**src/sv/swseq_pkg.sv**
```systemverilog
// shared types, codes and wave pattern function for the stepper wave sequencer
package swseq_pkg;

  // direction letters
  localparam logic [7:0] LETTER_CCW = 8'h4C;
  localparam logic [7:0] LETTER_CW  = 8'h52;

  // a raw digit is valid below this limit
  localparam logic [7:0] DIGIT_LIMIT = 8'd10;

  // last phase before a whole step completes
  localparam logic [1:0] PHASE_LAST = 2'd3;

  localparam int STEP_W = 10;

  // command status codes
  typedef enum logic [1:0] {
    STAT_TICK       = 2'd0,
    STAT_OK         = 2'd1,
    STAT_BAD_LETTER = 2'd2,
    STAT_BAD_DIGIT  = 2'd3
  } status_t;

  // one request: tick or four-byte command
  typedef struct packed {
    logic       action;
    logic [7:0] dir_letter;
    logic [7:0] digit_hundreds;
    logic [7:0] digit_tens;
    logic [7:0] digit_ones;
  } cmd_t;

  // one result
  typedef struct packed {
    logic [3:0] coils;
    logic       stepped;
    logic       busy_res;
    logic [1:0] cmd_status;
  } res_t;

  // one-hot wave pattern for a direction and phase
  function automatic logic [3:0] wave_pattern(input logic cw, input logic [1:0] phase);
    logic [3:0] pat;
    if (cw) begin
      pat = 4'b0001 << phase;
    end else begin
      pat = 4'b1000 >> phase;
    end
    return pat;
  endfunction

endpackage

```
**src/sv/swseq_if.sv**
```systemverilog
// request and result channel interfaces for the stepper wave sequencer
interface swseq_cmd_if;
  import swseq_pkg::*;
  logic valid;
  logic ready;
  cmd_t data;
  modport source (output valid, output data, input ready);
  modport sink (input valid, input data, output ready);
endinterface

interface swseq_res_if;
  import swseq_pkg::*;
  logic valid;
  logic ready;
  res_t data;
  modport source (output valid, output data, input ready);
  modport sink (input valid, input data, output ready);
endinterface

```
**src/sv/stepper_command_wave_sequencer_top.sv**
```systemverilog
// top level of the stepper wave sequencer: core plus result register and skid slot
//
//  channel  dir  payload                                              accepted when
//  cmd      in   action, dir_letter, digit_hundreds/tens/ones         cmd.valid && cmd.ready
//  res      out  coils, stepped, busy_res, cmd_status                 res.valid && res.ready
//
// one request per cycle while cmd.ready is high; its result is registered
// the state update and result are one pass of decode logic in the core
// rst (synchronous) clears state: counter-clockwise, phase 0, counts 0, coils off
// a stalled result moves into a skid slot so one more request is still taken;
// cmd.ready drops only while the skid slot is full
module stepper_command_wave_sequencer_top (
  input logic         clk,
  input logic         rst,
  swseq_cmd_if.sink   cmd,
  swseq_res_if.source res
);
  import swseq_pkg::*;

  logic accept;
  res_t result;
  logic out_valid;
  res_t out_data;
  logic skid_valid;
  res_t skid_data;

  assign cmd.ready = !skid_valid;
  assign accept    = cmd.valid && cmd.ready;

  // sequencer state and update
  swseq_core u_core (
    .clk     (clk),
    .rst     (rst),
    .step_en (accept),
    .item    (cmd.data),
    .result  (result)
  );

  // result register with skid slot
  always_ff @(posedge clk) begin
    if (rst) begin
      out_valid  <= 1'b0;
      skid_valid <= 1'b0;
    end else if (!out_valid || res.ready) begin
      if (skid_valid) begin
        out_valid  <= 1'b1;
        skid_valid <= 1'b0;
      end else begin
        out_valid <= accept;
      end
    end else if (accept) begin
      skid_valid <= 1'b1;
    end
  end

  // payload moves, no reset needed
  always_ff @(posedge clk) begin
    if (!out_valid || res.ready) begin
      if (skid_valid) begin
        out_data <= skid_data;
      end else begin
        out_data <= result;
      end
    end else if (accept) begin
      skid_data <= result;
    end
  end

  assign res.valid = out_valid;
  assign res.data  = out_data;

  // skid slot is only ever filled behind a held result
  assert property (@(posedge clk) disable iff (rst) skid_valid |-> out_valid)
    else $error("skid slot full while result register empty");

  // a driven quarter step is a one-hot coil pattern from a tick
  assert property (@(posedge clk) disable iff (rst)
    (out_valid && out_data.stepped) |->
      ($onehot(out_data.coils) && out_data.cmd_status == STAT_TICK))
    else $error("stepped result without one-hot coils or not from a tick");

  // a request taken while the result stalls lands in the skid slot
  assert property (@(posedge clk) disable iff (rst)
    (accept && out_valid && !res.ready) |=> skid_valid)
    else $error("request lost while result stalled");

endmodule

```
**src/sv/swseq_core.sv**
```systemverilog
// sequencer state and the single-pass update for one request
module swseq_core (
  input  logic             clk,
  input  logic             rst,
  input  logic             step_en,
  input  swseq_pkg::cmd_t  item,
  output swseq_pkg::res_t  result
);
  import swseq_pkg::*;

  logic              rotate_cw, rotate_cw_next;
  logic [1:0]        phase_index, phase_index_next;
  logic [STEP_W-1:0] target_steps, target_steps_next;
  logic [STEP_W-1:0] done_steps, done_steps_next;
  logic [3:0]        coil_drive, coil_drive_next;

  logic              h_ok, t_ok, o_ok;
  logic [STEP_W-1:0] h_val, t_val, o_val, digit_sum;
  logic              letter_ok;
  logic              stepped;
  status_t           status;

  // digit checks and weighted sum, stopping at the first bad digit
  assign h_ok  = item.digit_hundreds < DIGIT_LIMIT;
  assign t_ok  = item.digit_tens < DIGIT_LIMIT;
  assign o_ok  = item.digit_ones < DIGIT_LIMIT;
  assign h_val = STEP_W'(item.digit_hundreds[3:0]) * STEP_W'(100);
  assign t_val = STEP_W'(item.digit_tens[3:0]) * STEP_W'(10);
  assign o_val = STEP_W'(item.digit_ones[3:0]);

  always_comb begin
    digit_sum = '0;
    if (h_ok) begin
      digit_sum = h_val;
      if (t_ok) begin
        digit_sum = h_val + t_val;
        if (o_ok) begin
          digit_sum = h_val + t_val + o_val;
        end
      end
    end
  end

  assign letter_ok = (item.dir_letter == LETTER_CCW) || (item.dir_letter == LETTER_CW);

  // next state and status
  always_comb begin
    rotate_cw_next    = rotate_cw;
    phase_index_next  = phase_index;
    target_steps_next = target_steps;
    done_steps_next   = done_steps;
    coil_drive_next   = coil_drive;
    stepped           = 1'b0;
    status            = STAT_TICK;
    if (!item.action) begin
      if (done_steps < target_steps) begin
        coil_drive_next = wave_pattern(rotate_cw, phase_index);
        stepped         = 1'b1;
        if (phase_index == PHASE_LAST) begin
          phase_index_next = '0;
          done_steps_next  = done_steps + STEP_W'(1);
        end else begin
          phase_index_next = phase_index + 2'd1;
        end
      end
    end else if (letter_ok) begin
      rotate_cw_next    = item.dir_letter == LETTER_CW;
      done_steps_next   = '0;
      target_steps_next = digit_sum;
      status            = (h_ok && t_ok && o_ok) ? STAT_OK : STAT_BAD_DIGIT;
    end else begin
      status = STAT_BAD_LETTER;
    end
  end

  // result as seen after this request
  assign result.coils      = coil_drive_next;
  assign result.stepped    = stepped;
  assign result.busy_res   = done_steps_next < target_steps_next;
  assign result.cmd_status = status;

  // state registers
  always_ff @(posedge clk) begin
    if (rst) begin
      rotate_cw    <= 1'b0;
      phase_index  <= '0;
      target_steps <= '0;
      done_steps   <= '0;
      coil_drive   <= '0;
    end else if (step_en) begin
      rotate_cw    <= rotate_cw_next;
      phase_index  <= phase_index_next;
      target_steps <= target_steps_next;
      done_steps   <= done_steps_next;
      coil_drive   <= coil_drive_next;
    end
  end

endmodule
```
**src/flat_wrapper.sv**
```systemverilog
// flat-port wrapper written by rule: the top's interface ports become plain ports
module stepper_command_wave_sequencer_top_flat import swseq_pkg::*;
  (clk, rst, cmd_valid, cmd_data, cmd_ready, res_valid, res_data, res_ready);
  swseq_cmd_if cmd_i ();
  swseq_res_if res_i ();
  input logic clk;
  input logic rst;
  input wire logic [$bits(cmd_i.valid)-1:0] cmd_valid;
  input wire logic [$bits(cmd_i.data)-1:0] cmd_data;
  output wire logic [$bits(cmd_i.ready)-1:0] cmd_ready;
  output wire logic [$bits(res_i.valid)-1:0] res_valid;
  output wire logic [$bits(res_i.data)-1:0] res_data;
  input wire logic [$bits(res_i.ready)-1:0] res_ready;
  assign cmd_i.valid = cmd_valid;
  assign cmd_i.data = cmd_data;
  assign cmd_ready = cmd_i.ready;
  assign res_valid = res_i.valid;
  assign res_data = res_i.data;
  assign res_i.ready = res_ready;
  stepper_command_wave_sequencer_top u_core (.clk(clk), .rst(rst), .cmd(cmd_i), .res(res_i));
endmodule
```
**config.mk**
```make
export PLATFORM = sky130hd
export DESIGN_NAME = stepper_command_wave_sequencer_top_flat
export DESIGN_NICKNAME = d
export VERILOG_FILES = /design/src/sv/swseq_pkg.sv /design/src/sv/swseq_if.sv /design/src/sv/stepper_command_wave_sequencer_top.sv /design/src/sv/swseq_core.sv /design/src/flat_wrapper.sv
export SDC_FILE = /design/constraint.sdc
export NUM_CORES = 1
export LEC_CHECK = 0
export BUFFER_PORTS_ARGS = -buffer_cell sky130_fd_sc_hd__buf_4
export CAP_MARGIN = 10
export CORE_MARGIN = 5
export CORE_UTILIZATION = 50
export DETAILED_ROUTE_END_ITERATION = 10
export PLACE_DENSITY = 0.74
export SLEW_MARGIN = 20
export SYNTH_ARGS = -nofsm -noshare
export SYNTH_HDL_FRONTEND = slang
export SYNTH_SLANG_ARGS = --single-unit
```
**constraint.sdc**
```tcl
create_clock -name clk -period 4.1 [get_ports clk]
set_clock_uncertainty 0.2 [all_clocks]
set_input_delay 0.41 -clock clk [delete_from_list [all_inputs] [get_ports clk]]
set_output_delay 0.41 -clock clk [all_outputs]
set_load 0.03 [all_outputs]
```
# ---- After elaboration in Yosys (flattened, before gate mapping)
# Cells that the tools add are included.
dict set report op_classes {
  eq_ne 3
  shifts 2
  n_lt_le_gt_ge 5
  bitwise 2
  n_addsub 4
  multipliers 2
  n_mux 20
  n_reduce_logical 11
}
# op count
set ops {}
lappend ops {{two-way mux 10 bit} 9}
lappend ops {{< comparator 8 x 4 -> 1 bit (second input constant)} 3}
lappend ops {{< comparator 10 bit} 2}
lappend ops {{equality test 8 x 7 -> 1 bit (second input constant)} 2}
lappend ops {{two-way mux 4 bit} 3}
lappend ops {{adder 10 x 1 -> 10 bit (second input constant)} 1}
lappend ops {{adder 10 x 4 -> 10 bit} 1}
lappend ops {{adder 10 x 8 -> 10 bit} 1}
lappend ops {{multiplier 4 x 5 -> 8 bit (second input constant)} 1}
lappend ops {{two-way mux 2 bit} 4}
lappend ops {{two-way mux 8 bit} 1}
lappend ops {{multiplier 4 x 3 -> 7 bit (second input constant)} 1}
lappend ops {{AND reduction 3 bit} 2}
lappend ops {{<< shifter 1 x 2 -> 4 bit (first input constant)} 1}
lappend ops {{right shift 4 x 2 -> 4 bit (first input constant)} 1}
lappend ops {{logical AND 1 bit} 3}
lappend ops {{two-way mux 1 bit} 3}
lappend ops {{adder 2 x 1 -> 2 bit (second input constant)} 1}
lappend ops {{equality test 2 bit (second input constant)} 1}
lappend ops {{logical NOT 1 bit} 2}
lappend ops {{logical OR 1 bit} 2}
lappend ops {{inverter 1 bit} 2}
lappend ops {{AND reduction 2 bit} 1}
lappend ops {{OR reduction 2 bit} 1}
dict set report word_totals {
  input_bits 37
  output_inout_bits 10
  regBits 45
}

# ---- Depth between registers and ports, before layout
# Gate-level depths: netlist of the first run.
dict set report depth {
  word_depth 10
  depth_mapped 18
  ltp_nobuf 17
}

# ---- Cells and area by module
# Synthesis of the first run repeated with hierarchy kept, for this count alone.
dict set report unflattened {
  cells_unflattened 414
  area_unflattened_um2 3698.5
}
# module area_each_um2 seq_area_each_um2 n_inst cells_per_inst
set by_module_without_submodules {}
lappend by_module_without_submodules {swseq_core 3014.1 540.5 1 380}
lappend by_module_without_submodules {stepper_command_wave_sequencer_top 684.4 520.5 1 34}

# ---- Least setup slack after synthesis of the first run
# OpenSTA, ideal clock, no wires.
dict set report synth_timing {
  path_type {input port to flip-flop}
  from {in cmd_data[9]}
  to {reg u_core.out_data (netlist bit u_core.res.data[2]) (data pin)}
  t_arrival_ps 3888
  stages 15
  setup_slack_ps -140
  n_path_buf 0
  t_required_ps 3748
  path_cell_list {ha_1 -> ha_1 -> fa_1 -> ha_1 -> o21ai_0 -> or2_2 -> and4b_1 -> xnor2_1 -> a2111oi_0 -> a21oi_1 -> ha_1 -> a2111oi_0 -> o21ai_0 -> o21a_1 -> a31oi_1}
}
dict set report synth_via {
  elab_chain_len 10
}
# item line_no
set synth_lines {}
lappend synth_lines {{from (decl)} flat_wrapper.sv:9} ;# input wire logic [$bits(cmd_i.data)-1:0] cmd_data;
lappend synth_lines {{multiplier 4 x 3 -> 7 bit} swseq_core.sv:28} ;# assign t_val = STEP_W'(item.digit_tens[3:0]) * STEP_W'(10);
lappend synth_lines {{adder 10 x 8 -> 10 bit} {swseq_core.sv:36, swseq_core.sv:38}}
lappend synth_lines {{adder 10 x 4 -> 10 bit} swseq_core.sv:38} ;# digit_sum = h_val + t_val + o_val;
lappend synth_lines {{two-way mux 10 bit} swseq_core.sv:37} ;# if (o_ok) begin
lappend synth_lines {{two-way mux 10 bit *} swseq_core.sv:35} ;# if (t_ok) begin
lappend synth_lines {{two-way mux 10 bit *} swseq_core.sv:33} ;# if (h_ok) begin
lappend synth_lines {{two-way mux 10 bit *} swseq_core.sv:66} ;# end else if (letter_ok) begin
lappend synth_lines {{two-way mux 10 bit *} swseq_core.sv:55} ;# if (!item.action) begin
lappend synth_lines {{< comparator 10 bit *} swseq_core.sv:79} ;# assign result.busy_res = done_steps_next < target_steps_next;
lappend synth_lines {{two-way mux 8 bit *} stepper_command_wave_sequencer_top.sv:59} ;# if (skid_valid) begin
lappend synth_lines {{to (signal assigned)} stepper_command_wave_sequencer_top.sv:60} ;# out_data <= skid_data;
lappend synth_lines {{to (signal assigned)} stepper_command_wave_sequencer_top.sv:62} ;# out_data <= result;
lappend synth_lines {{to (decl)} stepper_command_wave_sequencer_top.sv:23} ;# res_t out_data;
# Mark *: on every way between the ends. The rest lies on a longest branch, timed or not.
# A chain may end at the register's enable or synchronous reset.

# ---- Final worst setup path of the first run
dict set report layout_timing {
  from {in cmd_data[10]}
  to {reg u_core.out_data (netlist bit u_core.res.data[2]) (data pin)}
}
# Same word-level chain as after synthesis.

==> qor.yml, run 1 <==
detailed_routing:
  first_pass_iters: 4
  wl_met3_um: 411
  finalWirelength_mm: 8.79
  maxUsedRoutingLayer: "met4"
  antenna_left: 0
  wire_per_inst_um: 15.4
  wl_met2_mm: 4.42
  viasPerCell: 5.64
  dr.first_iter.drc_count: 197
  vias: 3210
  wl_met1_mm: 3.85
  drc: 0
sta:
  drv_slew: 0
  min_period_over_period_pct: 99.4
  whs_ps: 202
  tns_ps: 0
  tightest_slew_ps: 695
  fin_ws_ps: 25.6
  fmax_mhz: 245
  hold_violations: 0
  setup_viol: 0
  min_period_ps: 4070
  rsz0062_at_grt: "true"
  relSlewSlack_pct: 53.5
placement:
  dpl-instance-area_um2: 4140
  hpwl_mm: 6.84
  pre_cts_ws_ps: -352
  routabilityCongestion: 0.875
  port_buffers: 46
synthesis:
  synthAdderAreaFrac_pct: 18.4
  synth-edff-count: 16
  synth-simple-area-share_pct: 18.7
  synth_area_um2: 3490
  muxShareOfSynthArea_pct: 3.30
  synthFlopType: "dfxtp_1"
  syn_inst: 402
  ys_seq_elements: 45
  yosysWarnings: 0
  ys_types: 59
  seq_area_frac_synth_pct: 30.4
  avgSynthCellArea_um2: 8.67
  synth_compound_area_share_pct: 21.6
  synth_top_family_by_area: "compound AO/OA/AOI/OAI gates"
  syn_nets: 488
  async_flop_share_pct: 0
  yosys.area_share.xor_xnor_pct: 3.27
clock_network:
  root_buffer: "clkbuf_8"
  cts_max_path_buffers: 2
  cts_buffers: 5
  htreeDepth: 2
  clkTransAtPathRegs_ps: 80
  cts_tree: "done"
  worstSkewPairLatency_ps: 300
  cts.sinks: 45
finish:
  num-nets-final: 558
  drive_gt1_share_pct: 24.5
  final_common_cell: "buf_4"
  postLayoutCellArea_um2: 4400
  antenna_cells: 0
  synthToLayoutAreaGrowth_pct: 26.1
  layout_common_cells: "buf_4, nand2_1, ha_1"
grt:
  grt_pass1_wl_mm: 14.3
  antenna_found_initial: 0
  grt_max_degree: 31
  overflow: 0
  grt_pass1_vias: 3073
  track_usage_pct: 20.6
floorplan:
  die_y_um: 93.5
  design.portCount: 47
  die-area_um2: 8740
  coreArea_um2: 6790
  initial_core_util_pct: 51.3
  row_count: 30
  fp.dieW_um: 93.5
pwr:
  p_sw_share_pct: 28.4
  p_switching_w: 0.000328
  leakage_nw: 1.75
  fin_total_pwr_w: 0.00116
  p_seq_share_pct: 40.7
  pwr-share-clk_pct: 29.0
  combPwrFrac_pct: 30.3
  vdd_drop_max_uv: 137
  powerDensity_nw_per_um2: 263
  intPower_w: 0.000828
setup_path:
  endpoint_kind: "flip-flop"
  worstPathMaxFanout: 4
  worstSetupPathType: "in2reg"
  cp.arrival_ps: 4030
  startpoint_type: "primary input"
  crit_required_ps: 4050
status:
  status: "finished, final reports clean"
run:
  maxCapViolCount: 0
min_path:
  hp-class: "in2reg"
-- timing repair --
item                                    4_1_cts  5_1_grt
endpoints found under the setup margin        2        2
hold buffers                                  0        0
endpoints found under the hold margin         0        0
pin swaps                                     8       19
resized for setup                             5       18
setup buffers                                 1        4
-- cell type report --
cell class / instances / area, um2
multi-input cells: 320 / 2420
inverters: 21 / 78.8
repair buffers: 79 / 604
flip-flops and latches: 45 / 1060
clock inverters: 2 / 35.0
clock buffers: 6 / 72.6
fillers: 571 / 2400
well taps: 96 / 120
-- sequential cells by signal (all words and copies together), names as in the netlist --
signal                      flops
u_core.res.data                 8
u_core.res.valid                1
u_core.skid_data                8
u_core.skid_valid               1
u_core.u_core.coil_drive        4
u_core.u_core.done_steps       10
u_core.u_core.phase_index       2
u_core.u_core.rotate_cw         1
u_core.u_core.target_steps     10
-- worst paths after layout --
check | start | end | slack [ps] | cells past startpoint
max | cmd_data[10] | u_core.res.data[2]$_DFFE_PP_ | 30 | 16
min | cmd_data[24] | u_core.u_core.rotate_cw$_SDFFE_PP0P_ | 200 | 4
max reg2reg | u_core.u_core.target_steps[8]$_SDFFE_PP0P_ | u_core.res.data[2]$_DFFE_PP_ | 230 | 16
min reg2reg | u_core.u_core.target_steps[1]$_SDFFE_PP0P_ | u_core.u_core.target_steps[1]$_SDFFE_PP0P_ | 290 | 2
-- synth_stat cells, types with 3 or more instances --
cell type | count | share of area (%)
o211ai_1 | 5 | 1.1
mux2i_1 | 7 | 2.0
a21oi_1 | 27 | 3.9
dfxtp_1 | 29 | 17
a21o_1 | 5 | 1.1
nor3_1 | 9 | 1.3
clkbuf_1 | 13 | 1.4
xor2_1 | 3 | 0.75
nor2b_1 | 6 | 1.1
o21bai_1 | 3 | 0.65
and3_1 | 3 | 0.54
ha_1 | 45 | 16
a31oi_1 | 7 | 1.3
a22oi_1 | 6 | 1.3
a2111oi_0 | 4 | 1.0
fa_1 | 4 | 2.3
edfxtp_1 | 16 | 14
o21a_1 | 4 | 0.86
mux2_2 | 4 | 1.3
inv_1 | 19 | 2.0
a211oi_1 | 6 | 1.3
nor4_1 | 3 | 0.54
or3_1 | 7 | 1.3
nand2_1 | 42 | 4.5
o21ai_0 | 28 | 4.0
nor2_1 | 32 | 3.4
o31ai_1 | 3 | 0.65
a22o_1 | 3 | 0.75
nand3_1 | 9 | 1.3
xnor2_1 | 10 | 2.5
nand4_1 | 6 | 1.1
-- critical path: stages --
cell	delay, ps
buf_8	100
ha_4	240
fa_2	610
ha_4	220
and3_4	160
o211ai_1	210
buf_4	140
and4b_1	200
xnor2_1	140
a2111oi_1	370
a21oi_1	80
ha_1	370
a2111oi_4	380
o21ai_2	90
o21a_1	170
a31oi_1	120
-- stage by stage --
step | utilization, % | cells
3_3_place_gp | 61.0 | 556
6_report | 64.7 | 569
3_5_place_dp | 61.0 | 556
2_1_floorplan | - | 402
4_1_cts | 62.9 | 565
5_1_grt | 64.7 | 569
-- layer usage --
| layer | global-route usage (%) | up-vias |
|---|---|---|
| met4 | 4.64 | 0 |
| met2 | 36.8 | 70 |
| met3 | 2.98 | 10 |
| li1 | - | 1627 |
| met1 | 25.9 | 1503 |
| met5 | 0 | - |
-- power groups by stage --
stage          clock [W]  sequential (W)  combinational [W]
2_1_floorplan          0        0.000492           0.000176
3_3_place_gp           0        0.000481           0.000303
3_5_place_dp           0        0.000481           0.000311
4_1_cts         0.000340        0.000471           0.000318
5_1_grt         0.000359        0.000471           0.000384
6_report        0.000335        0.000471           0.000350
-- logic make-up after synthesis --
kind of cell	count (synthesis)
buf+inv	37
simple gates	132
xor+xnor	13
mux	11
compound gates	115
flops	45
fa+ha+maj	49
No activity file was read; power rests on OpenSTA's default activity.
==> inputs of run 2 (changes only) <==
--- a/config.mk
+++ b/config.mk
@@ -10,6 +10,7 @@
 export CORE_MARGIN = 5
 export CORE_UTILIZATION = 50
 export DETAILED_ROUTE_END_ITERATION = 10
+export MAX_ROUTING_LAYER = met4
 export PLACE_DENSITY = 0.74
 export SLEW_MARGIN = 20
 export SYNTH_ARGS = -nofsm -noshare
==> run 2 against run 1 <==
Largest cell class unchanged. Utilization stayed put. Highest routed layer unchanged. Routed wire length grew 0.10%. Final area stayed put. Via count decreased by 0.25%. Critical path depth unchanged. Cell count is the same. Maximum frequency grew 0.17%. Power about the same. Clock power barely moved. Clock-buffer cell count unchanged.
==> qor.yml, run 2 (same netlist as run 1, synthesis figures left out) <==
setup_path:
  crit_chain: "buf_8, ha_4, fa_2, ha_4, and3_4, o211ai_1, buf_4, and4b_1, xnor2_1, a2111oi_1, a21oi_1, ha_1, a2111oi_4, o21ai_2, o21a_1, a31oi_1"
  path_delay_family: "adder cells"
  startpoint_type: "primary input"
  r2r_end: "u_core.res.data[2]$_DFFE_PP_"
  worstPathMaxFanout: 4
  cp.arrival_ps: 4020
  crit_path_frequent_cell: "ha_4"
  path_buf_inv: 2
  crit_required_ps: 4050
  rr_startpoint: "u_core.u_core.target_steps[8]$_SDFFE_PP0P_"
  rr_worst_depth: 16
  cp_slowest_stage_delay_ps: 610
  worstSetupPathType: "in2reg"
  endpoint_kind: "flip-flop"
  cp_slowest_cell: "fa_2"
  crit_start: "cmd_data[10]"
  reg2reg_setup_slack_ps: 240
sta:
  fmax_mhz: 246
  tightest_slew_ps: 696
  min_period_ps: 4070
  relSlewSlack_pct: 53.4
  min_period_over_period_pct: 99.2
  tns_ps: 0
  hold_violations: 0
  whs_ps: 203
  setup_viol: 0
  rsz0062_at_grt: "true"
  drv_slew: 0
pwr:
  combPwrFrac_pct: 30.3
  leakage_nw: 1.75
  pwr-share-clk_pct: 29.0
  p_sw_share_pct: 28.4
  vdd_drop_max_uv: 136
  p_seq_share_pct: 40.7
  p_switching_w: 0.000328
  fin_total_pwr_w: 0.00116
  intPower_w: 0.000828
  powerDensity_nw_per_um2: 263
clock_network:
  postCtsHoldBufs: 0
  cts_buffers: 5
  cts_max_path_buffers: 2
  root_buffer: "clkbuf_8"
  worstSkewPairLatency_ps: 300
  clkTransAtPathRegs_ps: 80
  cts.sinks: 45
  cts_tree: "done"
  htreeDepth: 2
min_path:
  holdPathEnd: "u_core.u_core.rotate_cw$_SDFFE_PP0P_"
  min_from: "cmd_data[24]"
  hp-class: "in2reg"
  hold_depth: 4
grt:
  overflow: 0
  grt_pass1_wl_mm: 14.3
  antenna_found_initial: 0
  grt_pass1_vias: 3066
  grt_max_degree: 31
  track_usage_pct: 21.2
finish:
  instances_no_fill: 569
  postLayoutCellArea_um2: 4400
  num-nets-final: 558
  layout_common_cells: "buf_4, nand2_1, ha_1"
  final_common_cell: "buf_4"
  antenna_cells: 0
  drive_gt1_share_pct: 24.5
  fillerInstances: 571
  synthToLayoutAreaGrowth_pct: 26.1
  top_regs: "u_core.u_core.done_steps: 10 flops, u_core.u_core.target_steps: 10 flops"
run:
  maxCapViolCount: 0
floorplan:
  design.portCount: 47
  initial_core_util_pct: 51.3
  fp.dieW_um: 93.5
  row_count: 30
  coreArea_um2: 6790
  die-area_um2: 8740
  die_y_um: 93.5
detailed_routing:
  finalWirelength_mm: 8.80
  wl_met1_mm: 3.87
  drc: 0
  viasPerCell: 5.63
  wire_per_inst_um: 15.5
  vias: 3202
  antenna_left: 0
  wl_met3_um: 392
  wl_met2_mm: 4.44
  first_pass_iters: 6
  dr.first_iter.drc_count: 174
  maxUsedRoutingLayer: "met4"
placement:
  hpwl_mm: 6.84
  routabilityCongestion: 0.889
  dp.cells: 556
  dpl-instance-area_um2: 4140
  port_buffers: 46
status:
  status: "finished, final reports clean"
==> run 2: how the worst max path moves through the flow <==
stage | end | cells past startpoint
floorplan | u_core.res.data[2]$_DFFE_PP_ | 15
global placement | u_core.res.data[2]$_DFFE_PP_ | 16
detailed placement | u_core.res.data[2]$_DFFE_PP_ | 16
CTS | u_core.res.data[2]$_DFFE_PP_ | 17
global route | u_core.res.data[2]$_DFFE_PP_ | 17
finish | u_core.res.data[2]$_DFFE_PP_ | 16
==> run 2: stage by stage <==
stage                     setup slack, ps  util (%)
after CTS                            14.4      62.9
final                                32.6      64.7
after floorplan                      4.74         -
after detailed placement             -352      61.0
after global routing                 -134      64.7
after global placement               -330      61.0
==> run 2: metal layers <==
metal  GRT usage (%)  vias up
li1                -     1630
met1            26.1     1496
met2            36.7       67
met3            2.98        9
met4            4.64        0
met5               -        -
==> run 2: worst reg2reg max path: stages, from the launching register on <==
cell       delay (ps)
dfxtp_1           340
inv_1              70
ha_1              330
a21oi_1           150
nor2b_1            60
a41oi_1           260
o2111a_1          480
nand4_1           190
nand3_1           130
o21ai_0           120
ha_1              320
a21o_1            160
a21o_1            200
a2111oi_4         310
o21ai_2            90
o21a_1            170
a31oi_1           120
==> run 2: cell type report <==
type | count | area (um2) | area share [%]
Multi-Input combinational cell | 320 | 2420 | 55.1
Sequential cell | 45 | 1060 | 24.1
Inverter | 21 | 78.8 | 1.79
Timing Repair Buffer | 79 | 604 | 13.7
Clock buffer | 6 | 72.6 | 1.65
Clock inverter | 2 | 35.0 | 0.797
Tap cell | 96 | 120 | 2.73
==> run 2: what timing repair did <==
item	in CTS	in global routing
resized for setup	5	18
setup buffers	1	4
setup endpoints to repair	2	2
pin swaps	8	19
hold endpoints to repair	0	0
cloned	0	0
==> run 2: power by group through the flow <==
stage / registers [W] / logic [W] / clock network [W]
final: 0.000471 / 0.000350 / 0.000335
after global routing: 0.000471 / 0.000385 / 0.000359
after floorplan: 0.000492 / 0.000176 / 0
after global placement: 0.000481 / 0.000303 / 0
after CTS: 0.000471 / 0.000318 / 0.000340
after detailed placement: 0.000481 / 0.000311 / 0
